## src/hdl/sfl_pkg.sv

```systemverilog
package sfl_pkg;

  // Row geometry
  localparam int ROW_INSTRUCTIONS = 64;
  localparam int ROW_BYTES        = 4 * ROW_INSTRUCTIONS;
  localparam int ADDR_STEP        = 2 * ROW_INSTRUCTIONS;
  localparam int BC_W             = $clog2(ROW_BYTES);

  // Field widths
  localparam int BYTE_W     = 8;
  localparam int ADDR_W     = 24;
  localparam int TICK_W     = 24;
  localparam int RETRY_W    = 4;
  localparam int WIDX_W     = 7;
  localparam int WORD_W     = 16;
  localparam int EV_W       = 4;
  localparam int CFG_IDX_W  = 3;
  localparam int CFG_DATA_W = 24;

  // Up to three results per input item
  localparam int MAX_RES   = 3;
  localparam int RES_CNT_W = 2;

  // Start pair
  localparam logic [BYTE_W-1:0] SYNC_FIRST  = 8'h55;
  localparam logic [BYTE_W-1:0] SYNC_SECOND = 8'hAA;

  // Configuration reset values
  localparam logic [TICK_W-1:0]  BYTE_TIMEOUT_RST = 24'd6000000;
  localparam logic [TICK_W-1:0]  HS_TIMEOUT_RST   = 24'd6000000;
  localparam logic [ADDR_W-1:0]  START_ADDR_RST   = 24'h000800;
  localparam logic [ADDR_W-1:0]  END_ADDR_RST     = 24'h00ABF6;
  localparam logic [RETRY_W-1:0] RETRY_LIMIT_RST  = 4'd3;

  typedef enum logic [EV_W-1:0] {
    EV_INIT     = 4'd0,
    EV_ERASE    = 4'd1,
    EV_ACK      = 4'd2,
    EV_WRITE    = 4'd3,
    EV_COMMIT   = 4'd4,
    EV_END      = 4'd5,
    EV_PTIMEOUT = 4'd6,
    EV_ERROR    = 4'd7,
    EV_HTIMEOUT = 4'd8
  } sfl_event_e;

  typedef enum logic [1:0] {
    PH_HANDSHAKE = 2'd0,
    PH_LOAD      = 2'd1,
    PH_DONE      = 2'd2
  } sfl_phase_e;

  typedef enum logic [CFG_IDX_W-1:0] {
    CFG_BYTE_TIMEOUT = 3'd0,
    CFG_HS_TIMEOUT   = 3'd1,
    CFG_START_ADDR   = 3'd2,
    CFG_END_ADDR     = 3'd3,
    CFG_RETRY_LIMIT  = 3'd4
  } sfl_cfg_idx_e;

  typedef struct packed {
    logic [TICK_W-1:0]  byte_timeout;
    logic [TICK_W-1:0]  hs_timeout;
    logic [ADDR_W-1:0]  start_addr;
    logic [ADDR_W-1:0]  end_addr;
    logic [RETRY_W-1:0] retry_limit;
  } sfl_cfg_t;

  // All results caused by one input item
  typedef struct packed {
    logic [RES_CNT_W-1:0]         count;
    sfl_event_e [MAX_RES-1:0]     ev;
    logic [ADDR_W-1:0]            addr;
    logic [WIDX_W-1:0]            widx;
    logic [WORD_W-1:0]            word;
  } sfl_bundle_t;

endpackage

```

## src/hdl/sfl_if.sv

```systemverilog
interface sfl_item_if
  import sfl_pkg::*;
();
  logic              valid;
  logic              ready;
  logic              opcode;
  logic [BYTE_W-1:0] rx_byte;

  modport source (output valid, output opcode, output rx_byte, input ready);
  modport sink   (input valid, input opcode, input rx_byte, output ready);
endinterface

interface sfl_result_if
  import sfl_pkg::*;
();
  logic              valid;
  logic              ready;
  logic [EV_W-1:0]   event_code;
  logic [ADDR_W-1:0] row_address;
  logic [WIDX_W-1:0] word_index;
  logic [WORD_W-1:0] data_word;
  logic              last;

  modport source (output valid, output event_code, output row_address,
                  output word_index, output data_word, output last, input ready);
  modport sink   (input valid, input event_code, input row_address,
                  input word_index, input data_word, input last, output ready);
endinterface

interface sfl_cfg_if
  import sfl_pkg::*;
();
  logic                  valid;
  logic                  ready;
  logic [CFG_IDX_W-1:0]  index;
  logic [CFG_DATA_W-1:0] data;

  modport source (output valid, output index, output data, input ready);
  modport sink   (input valid, input index, input data, output ready);
endinterface

```

## src/hdl/sfl_core.sv

```systemverilog
module sfl_core
  import sfl_pkg::*;
(
  input  logic              clk_i,
  input  logic              rst_ni,
  input  sfl_cfg_t          cfg_i,
  input  logic              accept_i,
  input  logic              opcode_i,
  input  logic [BYTE_W-1:0] rx_byte_i,
  output logic              push_o,
  output sfl_bundle_t       bundle_o
);

  sfl_phase_e         phase_q, phase_d;
  logic [BYTE_W-1:0]  prev_q, prev_d;
  logic [TICK_W-1:0]  hs_ticks_q, hs_ticks_d;
  logic [TICK_W-1:0]  idle_q, idle_d;
  logic [BC_W-1:0]    bc_q, bc_d;
  logic [BYTE_W-1:0]  low_q, low_d;
  logic [RETRY_W-1:0] retry_q, retry_d;
  logic [ADDR_W-1:0]  addr_q, addr_d;

  logic [TICK_W-1:0]  hs_inc;
  logic [RETRY_W-1:0] retry_inc;
  logic [ADDR_W:0]    next_addr;
  logic [ADDR_W:0]    reach;

  assign hs_inc    = hs_ticks_q + 1'b1;
  assign retry_inc = retry_q + 1'b1;
  assign next_addr = {1'b0, addr_q} + (ADDR_W+1)'(ADDR_STEP);
  assign reach     = {1'b0, addr_q} + (ADDR_W+1)'(2 * ADDR_STEP - 1);

  always_comb begin
    phase_d    = phase_q;
    prev_d     = prev_q;
    hs_ticks_d = hs_ticks_q;
    idle_d     = idle_q;
    bc_d       = bc_q;
    low_d      = low_q;
    retry_d    = retry_q;
    addr_d     = addr_q;
    bundle_o       = '0;
    bundle_o.addr  = addr_q;
    bundle_o.widx  = WIDX_W'(bc_q >> 1);
    bundle_o.word  = {rx_byte_i, low_q};

    case (phase_q)
      PH_HANDSHAKE: begin
        if (!opcode_i) begin
          hs_ticks_d = hs_inc;
          if (hs_inc >= cfg_i.hs_timeout) begin
            bundle_o.count = 2'd1;
            bundle_o.ev[0] = EV_HTIMEOUT;
            phase_d        = PH_DONE;
          end
        end else if (prev_q == SYNC_FIRST && rx_byte_i == SYNC_SECOND) begin
          bundle_o.count = 2'd3;
          bundle_o.ev[0] = EV_INIT;
          bundle_o.ev[1] = EV_ERASE;
          bundle_o.ev[2] = EV_ACK;
          phase_d        = PH_LOAD;
          bc_d           = '0;
          idle_d         = '0;
          retry_d        = '0;
          addr_d         = cfg_i.start_addr;
        end else begin
          prev_d = rx_byte_i;
        end
      end
      PH_LOAD: begin
        if (!opcode_i) begin
          if (idle_q < cfg_i.byte_timeout) begin
            idle_d = idle_q + 1'b1;
          end else begin
            bc_d           = '0;
            idle_d         = '0;
            retry_d        = retry_inc;
            bundle_o.count = 2'd2;
            bundle_o.ev[0] = EV_PTIMEOUT;
            if (retry_inc >= cfg_i.retry_limit) begin
              bundle_o.ev[1] = EV_ERROR;
              phase_d        = PH_DONE;
            end else begin
              bundle_o.ev[1] = EV_ACK;
            end
          end
        end else begin
          idle_d = '0;
          bc_d   = bc_q + 1'b1;
          if (!bc_q[0]) begin
            low_d = rx_byte_i;
          end else begin
            bundle_o.count = 2'd1;
            bundle_o.ev[0] = EV_WRITE;
            if (bc_q == BC_W'(ROW_BYTES - 1)) begin
              bundle_o.count = 2'd3;
              bundle_o.ev[1] = EV_COMMIT;
              bc_d           = '0;
              retry_d        = '0;
              addr_d         = next_addr[ADDR_W-1:0];
              if (reach > {1'b0, cfg_i.end_addr}) begin
                bundle_o.ev[2] = EV_END;
                phase_d        = PH_DONE;
              end else begin
                bundle_o.ev[2] = EV_ACK;
              end
            end
          end
        end
      end
      default: begin
      end
    endcase
  end

  assign push_o = accept_i && (bundle_o.count != '0);

  always_ff @(posedge clk_i or negedge rst_ni) begin
    if (!rst_ni) begin
      phase_q    <= PH_HANDSHAKE;
      prev_q     <= '0;
      hs_ticks_q <= '0;
      idle_q     <= '0;
      bc_q       <= '0;
      low_q      <= '0;
      retry_q    <= '0;
      addr_q     <= START_ADDR_RST;
    end else if (accept_i) begin
      phase_q    <= phase_d;
      prev_q     <= prev_d;
      hs_ticks_q <= hs_ticks_d;
      idle_q     <= idle_d;
      bc_q       <= bc_d;
      low_q      <= low_d;
      retry_q    <= retry_d;
      addr_q     <= addr_d;
    end
  end

endmodule

```

## src/hdl/sfl_out_queue.sv

```systemverilog
module sfl_out_queue
  import sfl_pkg::*;
(
  input  logic         clk_i,
  input  logic         rst_ni,
  input  logic         push_i,
  input  sfl_bundle_t  bundle_i,
  output logic         space_o,
  sfl_result_if.source result_o
);

  sfl_bundle_t          entry_q [2];
  logic [1:0]           cnt_q, cnt_d;
  logic                 wr_q, rd_q;
  logic [RES_CNT_W-1:0] sub_q, sub_d;

  sfl_bundle_t head;
  sfl_event_e  ev;
  logic        xfer, pop;

  assign head    = entry_q[rd_q];
  assign ev      = head.ev[sub_q];
  assign space_o = (cnt_q != 2'd2);

  assign result_o.valid       = (cnt_q != '0);
  assign result_o.event_code  = ev;
  assign result_o.row_address = (ev == EV_WRITE || ev == EV_COMMIT) ? head.addr : '0;
  assign result_o.word_index  = (ev == EV_WRITE) ? head.widx : '0;
  assign result_o.data_word   = (ev == EV_WRITE) ? head.word : '0;
  assign result_o.last        = (sub_q == head.count - 1'b1);

  assign xfer = result_o.valid && result_o.ready;
  assign pop  = xfer && result_o.last;

  always_comb begin
    sub_d = sub_q;
    if (pop) begin
      sub_d = '0;
    end else if (xfer) begin
      sub_d = sub_q + 1'b1;
    end
    cnt_d = cnt_q + {1'b0, push_i} - {1'b0, pop};
  end

  always_ff @(posedge clk_i or negedge rst_ni) begin
    if (!rst_ni) begin
      cnt_q <= '0;
      wr_q  <= 1'b0;
      rd_q  <= 1'b0;
      sub_q <= '0;
    end else begin
      cnt_q <= cnt_d;
      sub_q <= sub_d;
      if (push_i) begin
        wr_q <= ~wr_q;
      end
      if (pop) begin
        rd_q <= ~rd_q;
      end
    end
  end

  always_ff @(posedge clk_i) begin
    if (push_i) begin
      entry_q[wr_q] <= bundle_i;
    end
  end

endmodule

```

## src/hdl/serial_firmware_load_sequencer.sv

```systemverilog
// An item's results are registered into the result queue when the item is accepted.
// Throughput: one input item per cycle while a result queue entry is free; an item
//   with k results makes k output transfers while the two-entry queue takes new items.
// Input ready drops only while both queue entries are occupied.
// Reset (rst_ni low, asynchronous): handshake phase, all counters cleared,
//   configuration registers back to their default values, result queue emptied.
module serial_firmware_load_sequencer
  import sfl_pkg::*;
(
  input  logic         clk_i,
  input  logic         rst_ni,
  sfl_cfg_if.sink      cfg_i,
  sfl_item_if.sink     item_i,
  sfl_result_if.source result_o
);

  // Configuration register file; writes are only expected while idle.
  sfl_cfg_t cfg_q;

  logic        item_accept;
  logic        push;
  logic        space;
  sfl_bundle_t bundle;

  // Configuration writes complete in the cycle they are presented.
  assign cfg_i.ready = 1'b1;

  always_ff @(posedge clk_i or negedge rst_ni) begin
    if (!rst_ni) begin
      cfg_q.byte_timeout <= BYTE_TIMEOUT_RST;
      cfg_q.hs_timeout   <= HS_TIMEOUT_RST;
      cfg_q.start_addr   <= START_ADDR_RST;
      cfg_q.end_addr     <= END_ADDR_RST;
      cfg_q.retry_limit  <= RETRY_LIMIT_RST;
    end else if (cfg_i.valid) begin
      // Decode the register index; indexes past the list are dropped.
      case (cfg_i.index)
        CFG_BYTE_TIMEOUT: cfg_q.byte_timeout <= cfg_i.data[TICK_W-1:0];
        CFG_HS_TIMEOUT:   cfg_q.hs_timeout   <= cfg_i.data[TICK_W-1:0];
        CFG_START_ADDR:   cfg_q.start_addr   <= cfg_i.data[ADDR_W-1:0];
        CFG_END_ADDR:     cfg_q.end_addr     <= cfg_i.data[ADDR_W-1:0];
        CFG_RETRY_LIMIT:  cfg_q.retry_limit  <= cfg_i.data[RETRY_W-1:0];
        default: begin
        end
      endcase
    end
  end

  // Accept an item whenever the result queue has a free entry, even while
  // an earlier result still waits at the output.
  assign item_i.ready = space;
  assign item_accept  = item_i.valid && space;

  // Sequencer state and the single-pass decision for each transfer: the
  // state registers advance on the accepted item and its results (zero to
  // three) are captured as one bundle.
  sfl_core u_core (
    .clk_i     (clk_i),
    .rst_ni    (rst_ni),
    .cfg_i     (cfg_q),
    .accept_i  (item_accept),
    .opcode_i  (item_i.opcode),
    .rx_byte_i (item_i.rx_byte),
    .push_o    (push),
    .bundle_o  (bundle)
  );

  // Hold bundles and hand out their results one transfer at a time, in order.
  sfl_out_queue u_out_queue (
    .clk_i    (clk_i),
    .rst_ni   (rst_ni),
    .push_i   (push),
    .bundle_i (bundle),
    .space_o  (space),
    .result_o (result_o)
  );

endmodule

```

## src/flat_wrapper.sv

```systemverilog
// flat-port wrapper written by rule: the top's interface ports become plain ports
module serial_firmware_load_sequencer_flat import sfl_pkg::*;
  (clk_i, rst_ni, cfg_i_valid, cfg_i_index, cfg_i_data, cfg_i_ready, item_i_valid, item_i_opcode, item_i_rx_byte, item_i_ready, result_o_valid, result_o_event_code, result_o_row_address, result_o_word_index, result_o_data_word, result_o_last, result_o_ready);
  sfl_cfg_if cfg_i_i ();
  sfl_item_if item_i_i ();
  sfl_result_if result_o_i ();
  input  logic clk_i;
  input  logic rst_ni;
  input wire logic [$bits(cfg_i_i.valid)-1:0] cfg_i_valid;
  input wire logic [$bits(cfg_i_i.index)-1:0] cfg_i_index;
  input wire logic [$bits(cfg_i_i.data)-1:0] cfg_i_data;
  output wire logic [$bits(cfg_i_i.ready)-1:0] cfg_i_ready;
  input wire logic [$bits(item_i_i.valid)-1:0] item_i_valid;
  input wire logic [$bits(item_i_i.opcode)-1:0] item_i_opcode;
  input wire logic [$bits(item_i_i.rx_byte)-1:0] item_i_rx_byte;
  output wire logic [$bits(item_i_i.ready)-1:0] item_i_ready;
  output wire logic [$bits(result_o_i.valid)-1:0] result_o_valid;
  output wire logic [$bits(result_o_i.event_code)-1:0] result_o_event_code;
  output wire logic [$bits(result_o_i.row_address)-1:0] result_o_row_address;
  output wire logic [$bits(result_o_i.word_index)-1:0] result_o_word_index;
  output wire logic [$bits(result_o_i.data_word)-1:0] result_o_data_word;
  output wire logic [$bits(result_o_i.last)-1:0] result_o_last;
  input wire logic [$bits(result_o_i.ready)-1:0] result_o_ready;
  assign cfg_i_i.valid = cfg_i_valid;
  assign cfg_i_i.index = cfg_i_index;
  assign cfg_i_i.data = cfg_i_data;
  assign cfg_i_ready = cfg_i_i.ready;
  assign item_i_i.valid = item_i_valid;
  assign item_i_i.opcode = item_i_opcode;
  assign item_i_i.rx_byte = item_i_rx_byte;
  assign item_i_ready = item_i_i.ready;
  assign result_o_valid = result_o_i.valid;
  assign result_o_event_code = result_o_i.event_code;
  assign result_o_row_address = result_o_i.row_address;
  assign result_o_word_index = result_o_i.word_index;
  assign result_o_data_word = result_o_i.data_word;
  assign result_o_last = result_o_i.last;
  assign result_o_i.ready = result_o_ready;
  serial_firmware_load_sequencer u_core (.clk_i(clk_i), .rst_ni(rst_ni), .cfg_i(cfg_i_i), .item_i(item_i_i), .result_o(result_o_i));
endmodule
```

## config.mk

```make
export PLATFORM = sky130hd
export DESIGN_NAME = serial_firmware_load_sequencer_flat
export DESIGN_NICKNAME = d
export VERILOG_FILES = /design/src/hdl/sfl_pkg.sv /design/src/hdl/sfl_if.sv /design/src/hdl/sfl_core.sv /design/src/hdl/sfl_out_queue.sv /design/src/hdl/serial_firmware_load_sequencer.sv /design/src/flat_wrapper.sv
export SDC_FILE = /design/constraint.sdc
export NUM_CORES = 1
export LEC_CHECK = 0
export BUFFER_PORTS_ARGS = -buffer_cell sky130_fd_sc_hd__buf_2
export CORE_MARGIN = 1
export CORE_UTILIZATION = 35
export DETAILED_ROUTE_END_ITERATION = 6
export HOLD_SLACK_MARGIN = 0.1
export PLACE_DENSITY_LB_ADDON = 0.3
export SYNTH_ARGS = -nofsm -noshare
export SYNTH_HDL_FRONTEND = slang
export SYNTH_SLANG_ARGS = --single-unit
```

## constraint.sdc

```tcl
create_clock -name clk_i -period 9.5 [get_ports clk_i]
set_clock_uncertainty 0.1 [all_clocks]
set_input_delay 0.475 -clock clk_i [delete_from_list [all_inputs] [get_ports clk_i]]
set_output_delay 0.475 -clock clk_i [all_outputs]
set_load 0.03 [all_outputs]
```

=== Word level (Yosys, flattened, before mapping) ===
Memories as Yosys holds them, arrays and structs flattened.
Cells that the tools add are included.

* Flip-flop bits (word level): 208
* RAM bits: 122
* Input port bits: 41
* Word-level logic and storage cells: 147
* Memories kept: 1

* $add $sub $neg: 10
* Magnitude comparators: 5
* Eq/ne operators: 24
* Muxes and demuxes: 60
* Bitwise logic cells: 5
* Reductions and logical operators: 25

{| class="wikitable"
|+ Memories
! name !! words !! bits a word !! rd ports !! clocked after memory_dff !! wr ports !! line !! source
|-
| u_core.u_out_queue.entry_q || 2 || 61 || 1 || 0 || 1 || sfl_out_queue.sv:12 || <nowiki>sfl_bundle_t entry_q [2];</nowiki>
|}

{| class="wikitable"
|+ Operators by type and width
! operator !! count
|-
| two-way mux 24 bit || 10
|-
| one-hot mux 24 bit (2 select lines) || 2
|-
| two-way mux 8 bit || 8
|-
| adder 24 x 1 -> 24 bit (second input constant) || 2
|-
| two-way mux 4 bit || 10
|-
| two-way mux 14 bit || 2
|-
| two-way mux 2 bit || 14
|-
| one-hot mux 14 bit (2 select lines) || 1
|-
| adder 24 x 8 -> 25 bit (second input constant) || 1
|-
| greater-than comparator 25 x 24 -> 1 bit || 1
|-
| adder 24 x 8 -> 24 bit (second input constant) || 1
|-
| >= comparator 24 bit || 1
|-
| < comparator 24 bit || 1
|-
| inequality test 3 bit (second input constant) || 7
|-
| == test 8 bit (second input constant) || 2
|-
| two-way mux 16 bit || 1
|-
| one-hot mux 8 bit (2 select lines) || 1
|-
| two-way mux 7 bit || 2
|-
| AND reduction 7 bit || 2
|-
| inequality test 2 bit (second input constant) || 6
|-
| AND reduction 4 bit || 3
|-
| two-way mux 10 bit || 1
|-
| AND reduction 2 bit || 5
|-
| AND reduction 9 bit || 1
|-
| other kinds (29) || 44
|}

=== Logic depth before layout (Yosys ltp) ===
Gate-level depths: netlist of the first run.

* Depth after elaboration: 11
* Gate-level depth with buffers: 21
* Depth with buffers taken out: 21

=== By module ===
Synthesis of the first run repeated with hierarchy kept, for this count alone.

* Cell total of the unflattened synthesis: 1467
* Area, all modules: 17284.1 sq um

{| class="wikitable"
|+ By module, submodules not included
! module !! instances !! cells an instance !! area each (sq um)
|-
| sfl_core || 1 || 938 || 8012.7
|-
| sfl_out_queue || 1 || 311 || 5221.3
|-
| serial_firmware_load_sequencer || 1 || 218 || 4050.1
|}

=== Least setup slack after synthesis of the first run ===
OpenSTA, ideal clock, no wires.

* Kind: reg-to-reg
* Start: reg u_core.u_core.hs_ticks_q[5]
* End: mem u_core.u_out_queue.entry_q[0][0] (netlist bit) (enable)
* Library setup time: 479 ps
* Data arrival time: 5774 ps
* Data required time: 8921 ps
* Path slack: 3147 ps
* Cell stages (with the launch flop): 15
* Path buffers: 0
* Period minus slack after synthesis: 6353 ps
* Cell sequence: dfrtp_1 > nand2_1 > nor4_2 > and3_1 > nand3_1 > or3_1 > xnor2_1 > ha_1 > nand4_1 > nor4_1 > nand2_1 > o21ai_1 > o22ai_1 > a31oi_1 > nor2b_1

* Longest elaborated chain between the ends: 9

{| class="wikitable"
|+ Ends and longest elaborated chain
! item !! line !! source
|-
| from (decl) || sfl_core.sv:16 || <nowiki>logic [TICK_W-1:0] hs_ticks_q, hs_ticks_d;</nowiki>
|-
| from (signal assigned) || sfl_core.sv:131 || <nowiki>hs_ticks_q <= hs_ticks_d;</nowiki>
|-
| adder 24 x 1 -> 24 bit || sfl_core.sv:28 || <nowiki>assign hs_inc = hs_ticks_q + 1'b1;</nowiki>
|-
| via u_core.u_core.hs_inc[23] || sfl_core.sv:23 || <nowiki>logic [TICK_W-1:0] hs_inc;</nowiki>
|-
| >= comparator 24 bit || sfl_core.sv:51 || <nowiki>if (hs_inc >= cfg_i.hs_timeout) begin</nowiki>
|-
| two-way mux 1 bit || sfl_core.sv:51 ||
|-
| two-way mux 2 bit || sfl_core.sv:49 || <nowiki>if (!opcode_i) begin</nowiki>
|-
| one-hot mux 14 bit (2 select lines) || sfl_core.sv:47 || <nowiki>case (phase_q)</nowiki>
|-
| nonzero test 2 bit || sfl_core.sv:116 || <nowiki>assign push_o = accept_i && (bundle_o.count != '0);</nowiki>
|-
| logical AND 1 bit || sfl_core.sv:116 ||
|-
| two-way mux 1 bit || sfl_out_queue.sv:64 || <nowiki>if (push_i) begin</nowiki>
|-
| two-way mux 1 bit (not written as such) || sfl_out_queue.sv:65 || <nowiki>entry_q[wr_q] <= bundle_i;</nowiki>
|-
| to (decl) || sfl_out_queue.sv:12 ||
|}

The timed path passes the listed nets, and every way through them passes these cells.

=== Worst setup path in the final report of the first run ===
* Start: reg u_core.u_core.hs_ticks_q[3]
* End: mem u_core.u_out_queue.entry_q[0][21] (netlist bit) (enable)

Same word-level chain as after synthesis.

==> run metrics, run 1 <==
status=completed; Worst EP arrival=5.69 ns; Lkg Pwr=8.20 nW; startpoint types=flop; CP Max Fanout=29; power density over the cells=209 nW/um^2; Async S/R FF share, synth=64.6%; initial DRC count=721; highest clock rate=179 MHz; H-tree levels=2; final WL=36600 um; CTS resizes=0; GP Congestion=0.841; Synth area leader=dfrtp_1; internal power=0.00271 W; ant diodes=0; most frequent cell after synthesis=dfrtp_1; Syn Area/Cell=10.9 sq um; final hold violations=0; CTS buffer count=36; worst skew pair latency=0.55 ns; core area=44500 sq um; IO buf count=94; Clock power frac=35.6%; design area=18400 sq um; CTS root buf=clkbuf_16; Ports=96; CTS sink count=322; post-synthesis mux area share=8.92%; # hold bufs at CTS=14; top cells by instance count after synthesis=173 x dfrtp_1, 153 x nand2_1, 135 x nor2_1, 114 x edfxtp_1, 96 x inv_1; # DRC=0; main combinational cell family by area after synthesis=simple AND/OR/NAND/NOR gates; Post-Synth Adder-Cell Area=6.60%; Initial Utilization=35.8%; num rows=77; global-route wire length before repair=59400 um; XOR/XNOR share of the synthesized area=5.00%; grt total ovfl=0; hold_ws=0.120 ns; Die Area=46400 sq um; vias=10.9k; RSZ-0062 raised after global routing=false; # nets final=1693; Ys Warns=0; hpwl dp=26300 um; Synth Area in Compound Gates=7.27%; Post-Syn Instances=1458; share of the synthesized area in the top cell type=27.2%; share of layout cells above drive strength 1=17.7%; vias in the first global route=10.9k; critical path type=reg -> reg; post-synthesis instance area=15900 sq um; First-pass DRT Iterations=5; Syn-to-layout area delta=15.4%; FF+latch count, synth=322; Max VDD drop=0.165 mV; Vias/cell=4.98; combinational power share=19.9%; fin. max-slew vios=0; placed inst area=17100 sq um; post-synthesis sequential area ratio=54.4%; sw power=0.00113 W; Simple-Gate Fraction of Synth Area=14.2%; TNS Setup=0 ns; switch share=29.5%; Tot GR Track Use=16.1%; CP endpoint kind=flop; per-cell routed wire length=16.7 um; class of the worst hold path=in -> reg; sequential share of power=44.5%; ys flop type=dfrtp_1; relative slew slack=26.3%; maxcap violations=0; final worst-path cycle share=58.8%; Max clock buf depth=3; Clock transition at path regs=0.06 ns; pin count of the biggest net entering global routing=92; # setup viols final=0; post-synthesis cell type count=64; post-CTS setup buffer count=0; EDFF count, synth=114; antenna viol nets, final=0; top post-synthesis cells by area=dfrtp_1 27%, edfxtp_1 21%, ha_1 6.6%, dfstp_2 5.8%, mux2_2 4.9%; Tmin final=5.59 ns; die width=215 um; CTS tree=done; initial antenna violation count=0; CP Data Required Time=9.60 ns; Post-Syn Nets=1583; slew of the pin with the lowest slew margin=1.10 ns; die height=215 um
==> stage by stage <==
stage                     setup slack (ns)  total power (W)  util [%]  std cells
final                                 3.91          0.00384      41.3       2188
after global routing                  3.28          0.00404      41.3       2188
after detailed placement              3.78          0.00251      38.4       2108
after CTS                             3.77          0.00389      41.3       2188
after floorplan                       3.15          0.00227         -       1458
after global placement                3.89          0.00249      38.4       2108
==> power by group through the flow <==
stage          Sequential (W)  Clock, W  Combinational, W
5_1_grt               0.00173   0.00145          0.000854
6_report              0.00171   0.00137          0.000766
2_1_floorplan         0.00167         0          0.000603
4_1_cts               0.00171   0.00140          0.000780
3_5_place_dp          0.00174         0          0.000772
3_3_place_gp          0.00173         0          0.000755
==> sequential cells by signal, summed over array words and instances (netlist names) <==
register,flops
u_core.u_core.prev_q,8
u_core.u_core.bc_q,8
u_core.u_core.low_q,8
u_core.u_out_queue.sub_q,2
u_core.u_out_queue.wr_q,1
u_core.u_out_queue.rd_q,1
u_core.u_core.hs_ticks_q,24
u_core.cfg_q,100
u_core.u_core.retry_q,4
u_core.u_core.phase_q,2
u_core.u_out_queue.entry_q,114
u_core.u_core.addr_q,24
u_core.u_core.idle_q,24
u_core.u_out_queue.cnt_q,2
==> placed cells by master (no fill, tap or decap), types with 11 or more instances in the layout <==
cell and count:
inv_1 96, xnor2_1 44, o21ai_0 76, mux2i_1 52
nand2b_1 17, buf_2 93, nand3_1 56, nand4_1 21
buf_4 14, and3_1 19, a21oi_1 53, ha_1 84
nand2_1 153, clkbuf_1 11, edfxtp_1 114, nor3_1 22
xor2_1 47, dlygate4sd3_1 14, o21ai_1 27, dfrtp_1 172
dfstp_2 35, clkbuf_16 36, nor2_1 134, mux2_2 69
==> layout make-up <==
type                            instances  area [sq um]
Timing Repair Buffer                  122           724
Clock inverter                         13           146
Multi-Input combinational cell        990          6720
Fill cell                            4318         26100
Inverter                               96           360
Tap cell                              592           741
Sequential cell                       322          8670
Clock buffer                           53          1020
==> layer usage <==
metal	track usage [%]	vias to the layer above	share of wire [%]
li1	-	5331	-
met1	23.0	5319	49
met2	24.8	202	44
met3	2.77	49	4.7
met4	4.80	0	2.0
met5	0	-	0
==> worst max-delay path, cell delays in order (launching register included) <==
cell and delay, ns:
dfrtp_1 0.42, nand3_1 0.17, nor4_2 0.40, and3_1 0.26, nand3_1 0.24, or3_1 0.44
xnor2_1 0.14, ha_1 0.29, nand4_1 0.13, nor4_1 0.46, nand2_1 0.09, o21ai_1 0.19
o22ai_1 0.23, a31oi_1 0.39, nor2b_4 0.75, buf_4 0.50
==> cell families (layout without fill, tap and decap cells) <==
| logic type | count (synthesis) | in the layout |
|---|---|---|
| compound gates | 204 | 204 |
| fa+ha+maj | 84 | 84 |
| flops | 322 | 322 |
| simple gates | 481 | 481 |
| xor+xnor | 91 | 91 |
| other cells | 1 | 1 |
| mux | 129 | 129 |
| buf+inv | 146 | 284 |
==> path summary, 6_finish.rpt <==
kind                                             start                           endpoint  slack, ns  depth (start not counted)
min reg2reg                     u_core.u_core.low_q[0]   u_core.u_out_queue.entry_q[1][0]       0.36                          0
min in group asynchronous                       rst_ni           u_core.u_core.addr_q[20]       0.44                          2
max in group asynchronous                       rst_ni           u_core.u_core.idle_q[14]       6.87                          4
max reg2reg                u_core.u_core.hs_ticks_q[3]  u_core.u_out_queue.entry_q[0][21]       3.91                         15
min                                     cfg_i_data[18]                   u_core.cfg_q[70]       0.12                          3
max                        u_core.u_core.hs_ticks_q[3]  u_core.u_out_queue.entry_q[0][21]       3.91                         15
Power figures use the tool's default switching activity.
==> run 2, diff against run 1 <==
- clock period: 9.5 -> 5.33 ns (I/O delays scaled with it)
==> run metrics, run 2 (same netlist as run 1, synthesis figures left out) <==
Vias/cell=4.96 (-0.52%); max FFs per register=114 (unchanged); startpoint types=flop; Buf+Inv Stages, Crit Path=2 (+1); vias=11.0k (+0.71%); CTS root buf=clkbuf_16; sequential share of power=43.6% (-0.9 points); final worst-path cycle share=90.4% (+32 points); class of the worst hold path=in -> reg; Worst EP arrival=5.17 ns (-0.52 ns); status=completed; initial DRC count=585 (-19%); commonest non-fill, non-tap cell in the layout=dfrtp_1; IO buf count=94 (unchanged); CP Data Required Time=5.69 ns (-3.91 ns); Lkg Pwr=8.34 nW (+1.6%); First-pass DRT Iterations=6 (+1); slew of the pin with the lowest slew margin=1.07 ns (-0.0307 ns); hold_ws=0.142 ns (+0.0221 ns); sw power=0.00200 W (+76%); RSZ-0062 raised after global routing=false; global-route wire length before repair=59500 um (+0.23%); CP endpoint kind=flop; grt total ovfl=0 (unchanged); Fillers=4270 (-1.1%); Syn-to-layout area delta=17.6%; die height=215 um (unchanged); Crit-path slowest cell=dfrtp_1; # nets final=1718 (+1.5%); critical path type=reg -> reg; initial antenna violation count=1 (+1); TNS Setup=0 ns (unchanged); power density over the cells=369 nW/um^2 (+76%); vias in the first global route=11.0k (+0.91%); most frequent cells in the layout=172 x dfrtp_1, 153 x nand2_1, 134 x nor2_1; Max clock buf depth=3 (unchanged); internal power=0.00491 W (+81%); fin. max-slew vios=0 (unchanged); Die Area=46400 sq um (unchanged); die width=215 um (unchanged); GP Congestion=0.819 (-2.5%); final hold violations=0 (unchanged); antenna viol nets, final=0 (unchanged); # DRC=0 (unchanged); Ports=96 (unchanged); CP Max Fanout=6 (-79%); Tmin final=4.82 ns (-0.774 ns); # setup viols final=0 (unchanged); relative slew slack=28.3% (+2.1 points); combinational power share=20.5% (+0.6 points); Tot GR Track Use=16.1% (+0.033 points); switch share=28.9% (-0.57 points); worst skew pair latency=0.53 ns (-0.02 ns); Crit path largest cell delay=0.44 ns (-0.31 ns); share of layout cells above drive strength 1=18.0% (+0.22 points); num rows=77 (unchanged); CTS buffer count=36 (unchanged); Initial Utilization=35.8% (unchanged); critical path, cell by cell=nand3_1, nor4_2, and3_1, nand3_1, or3_1, xnor2_1, ha_1, nand4_1, nor4_1, nand2_1, o21ai_1, o22ai_1, a31oi_2, inv_1, ha_1, inv_1, ha_1, xnor2_1, xnor2_1; Max VDD drop=0.214 mV (+29%); Clock transition at path regs=0.06 ns (about the same); CTS sink count=322 (unchanged); pin count of the biggest net entering global routing=111 (+21%); CTS tree=done; hpwl dp=26200 um (-0.42%); maxcap violations=0 (unchanged); final WL=36500 um (-0.30%); highest clock rate=208 MHz (+16%); core area=44500 sq um (unchanged); CP top delay family=simple AND/OR/NAND/NOR gates; design area=18700 sq um (+1.9%); H-tree levels=2 (unchanged); per-cell routed wire length=16.5 um (-1.5%); placed inst area=17200 sq um (+0.47%); Clock power frac=35.9% (+0.3 points); Largest regs=u_core.u_out_queue.entry_q x114, u_core.cfg_q x100; Most flops, register=u_core.u_out_queue.entry_q
==> run 2: path summary, 6_finish.rpt <==
| path | from | end | slack, ns | depth (start not counted) |
|---|---|---|---|---|
| worst max-delay path | u_core.u_core.hs_ticks_q[3] | u_core.u_out_queue.cnt_q[1] | 0.51 | 19 |
| worst min-delay path | cfg_i_index[2] | u_core.cfg_q[1] | 0.14 | 5 |
| worst max register to register | u_core.u_core.hs_ticks_q[3] | u_core.u_out_queue.cnt_q[1] | 0.51 | 19 |
| worst min register to register | u_core.u_core.low_q[7] | u_core.u_out_queue.entry_q[0][7] | 0.37 | 0 |
| max in group asynchronous | rst_ni | u_core.u_core.idle_q[0] | 3.74 | 3 |
| min in group asynchronous | rst_ni | u_core.u_core.addr_q[19] | 0.30 | 2 |
==> run 2: area by class of cell <==
cell class	count	area, sq um	area share [%]
antenna	2	5.00	0.0267
clock buffer	58	1130	6.03
clock inverter	8	82.6	0.441
inverter	96	360	1.92
multi-input combinational	990	6720	35.9
sequential	322	8670	46.3
tap	592	741	3.96
timing repair buffer	147	1010	5.42
==> run 2: timing repair <==
item	in CTS	in global routing
hold endpoints to repair	230	0
gates resized for setup	0	1
endpoints found under the setup margin	0	1
buffers inserted	0	0
hold buffers	35	0
==> run 2: power groups by stage <==
stage	clock network [W]	registers [W]	logic, W
after floorplan	0	0.00297	0.00107
after global routing	0.00264	0.00305	0.00159
after detailed placement	0	0.00306	0.00141
after CTS	0.00255	0.00301	0.00144
final	0.00248	0.00301	0.00142
after global placement	0	0.00305	0.00139
==> run 2: stage by stage <==
step	cells	setup slack, ns	util (%)	power, W
2_1_floorplan	1458	0.0572	-	0.00405
3_3_place_gp	2112	0.495	38.5	0.00444
3_5_place_dp	2112	0.424	38.5	0.00447
4_1_cts	2213	0.406	42.1	0.00701
5_1_grt	2213	0.0524	42.1	0.00728
6_report	2215	0.514	42.1	0.00691
==> run 2: routing by layer <==
metal,track usage [%],wire length (um),share of wire (%),up-vias
met4,4.61,678,1.9,0
met3,2.22,1340,3.7,43
li1,-,-,-,5367
met1,23.1,18000,49,5368
met2,25.3,16500,45,200
met5,0,0,0,-
==> run 2: worst min-delay path, stage by stage <==
cell,delay [ns]
buf_2,0.10
nand2_1,0.05
nor3_1,0.14
nand2_1,0.11
o21ai_0,0.07
==> run 3, diff against run 2 <==
- CTS_CLUSTER_SIZE: default -> 12
- PLACE_DENSITY_LB_ADDON: 0.3 -> default
==> run metrics, run 3 (same netlist as run 1, synthesis figures left out) <==
Reg-to-Reg Start=u_core.u_core.hs_ticks_q[3]; power density over the cells=364 nW/um^2 (-1.3%); GP Congestion=0.835 (+1.9%); relative slew slack=23.9% (-4.4 points); highest clock rate=203 MHz (-2.5%); Lkg Pwr=8.29 nW (-0.49%); hpwl dp=26400 um (+0.74%); Clock transition at path regs=0.06 ns (about the same); Tmin final=4.94 ns (+0.121 ns); RSZ-0062 raised after global routing=false; design area=18600 sq um (-0.53%); First-pass DRT Iterations=6 (unchanged); CP Data Required Time=5.67 ns (-0.02 ns); final hold violations=0 (unchanged); met3 usage=3.04% (+0.82 points); ant diodes=0 (-2); sw power=0.00198 W (-1.1%); vias=11.0k (+0.55%); final worst-path cycle share=92.6% (+2.3 points); max FFs per register=114 (unchanged); grt total ovfl=0 (unchanged); final WL=36500 um (about the same); slew of the pin with the lowest slew margin=1.13 ns (+0.0661 ns); placed inst area=17100 sq um (-0.10%); CP endpoint kind=flop; Max clock buf depth=3 (unchanged); die width=215 um (unchanged); CTS tree=done; Die Area=46400 sq um (unchanged); crit path launch=u_core.u_core.hs_ticks_q[3]; switch share=29.1% (+0.20 points); CP Max Fanout=6 (unchanged); core area=44500 sq um (unchanged); Largest regs=u_core.u_out_queue.entry_q x114, u_core.cfg_q x100; IO buf count=94 (unchanged); grt met2 use=24.7% (-0.61 points); Vias/cell=4.99 (+0.64%); per-cell routed wire length=16.5 um (about the same); TNS Setup=0 ns (unchanged); # setup viols final=0 (unchanged); initial antenna violation count=1 (unchanged); Worst EP arrival=5.27 ns (+0.10 ns); Max VDD drop=0.258 mV (+21%); Most flops, register=u_core.u_out_queue.entry_q; startpoint types=flop; most frequent cells in the layout=172 x dfrtp_1, 153 x nand2_1, 134 x nor2_1; status=completed; CTS sink count=322 (unchanged); die height=215 um (unchanged); critical path type=reg -> reg; global-route wire length before repair=59400 um (-0.10%); post-CTS setup buffer count=0 (unchanged); combinational power share=20.3% (-0.2 points); antenna viol nets, final=0 (unchanged); hold_ws=0.156 ns (+0.0147 ns); CTS root buf=clkbuf_16; num rows=77 (unchanged); pin count of the biggest net entering global routing=87 (-22%); CTS buffer count=35 (-2.8%); vias in the first global route=11.0k (+0.69%); Syn-to-layout area delta=17.0%; H-tree levels=2 (unchanged); fin. max-slew vios=0 (unchanged); commonest non-fill, non-tap cell in the layout=dfrtp_1; initial DRC count=814 (+39%); # DRC=0 (unchanged); maxcap violations=0 (unchanged); sequential share of power=45.1% (+1.5 points); internal power=0.00481 W (-2.1%); Tot GR Track Use=16.0% (-0.11 points); class of the worst hold path=in -> reg; Initial Utilization=35.8% (unchanged); Util after Layout=41.9% (-0.22 points); share of layout cells above drive strength 1=17.5% (-0.43 points); worst skew pair latency=0.53 ns (about the same); min-delay src=cfg_i_valid; # nets final=1721 (+0.17%); GRT busiest layer=met2; Clock power frac=34.6% (-1.3 points); Ports=96 (unchanged); M1 GR Usage=23.0% (-0.14 points)
-- run 3: cell types whose count changed in the layout (fill, tap and decap cells not counted), moves of 3 or more --
cell,change
buf_4,+3
clkbuf_1,+6
clkbuf_16,-3
clkbuf_8,-4
clkinvlp_4,-3
dlygate4sd3_1,+3
-- run 3: through the flow --
stage	setup WS, ns	power (W)	cells
floorplan	0.0572	0.00405	1458
finish	0.393	0.00678	2213
detailed placement	0.354	0.00448	2113
global route	0.00413	0.00715	2213
global placement	0.525	0.00444	2113
CTS	0.337	0.00688	2213
-- run 3: power groups by stage --
stage	logic [W]	clock network, W	registers, W
6_report	0.00138	0.00235	0.00306
3_5_place_dp	0.00138	0	0.00310
2_1_floorplan	0.00107	0	0.00297
4_1_cts	0.00141	0.00242	0.00306
5_1_grt	0.00154	0.00252	0.00310
3_3_place_gp	0.00135	0	0.00309
-- run 3: final timing paths --
path	to	slack (ns)	cells after the start
worst max-delay path	u_core.u_out_queue.cnt_q[1]	0.39	19
worst min-delay path	u_core.cfg_q[1]	0.16	5
worst max register to register	u_core.u_out_queue.cnt_q[1]	0.39	19
worst min register to register	u_core.u_out_queue.entry_q[0][0]	0.37	0
max in group asynchronous	u_core.cfg_q[46]	3.74	3
min in group asynchronous	u_core.u_core.idle_q[3]	0.28	2
-- run 3: layout make-up --
class / instances / area (sq um)
tap: 592 / 741
multi-input combinational: 990 / 6730
fill: 4309 / 25900
clock inverter: 6 / 83.8
clock buffer: 56 / 1010
sequential: 322 / 8670
inverter: 96 / 360
timing repair buffer: 151 / 1030
-- run 3: metal layers --
layer	share of wire [%]	up-vias
met5	0	-
met4	1.8	0
met3	5.2	50
met2	44	269
met1	49	5355
li1	-	5364
-- run 3: what timing repair did --
action                                 in CTS  in global routing
endpoints found under the hold margin     213                  0
resized for setup                           0                  2
hold buffers                               38                  0
setup endpoints to repair                   0                 47
-- run 3: critical path, cell delays in order, from the launching register on --
cell and delay (ns):
dfrtp_1 0.43, nand3_1 0.19, nor4_2 0.41, and3_1 0.26
nand3_1 0.23, or3_1 0.42, xnor2_1 0.14, ha_1 0.31
nand4_1 0.13, nor4_1 0.46, nand2_1 0.10, o21ai_1 0.20
o22ai_1 0.27, a31oi_2 0.35, inv_1 0.07, ha_1 0.27
inv_1 0.04, ha_1 0.17, xnor2_1 0.16, xnor2_1 0.14
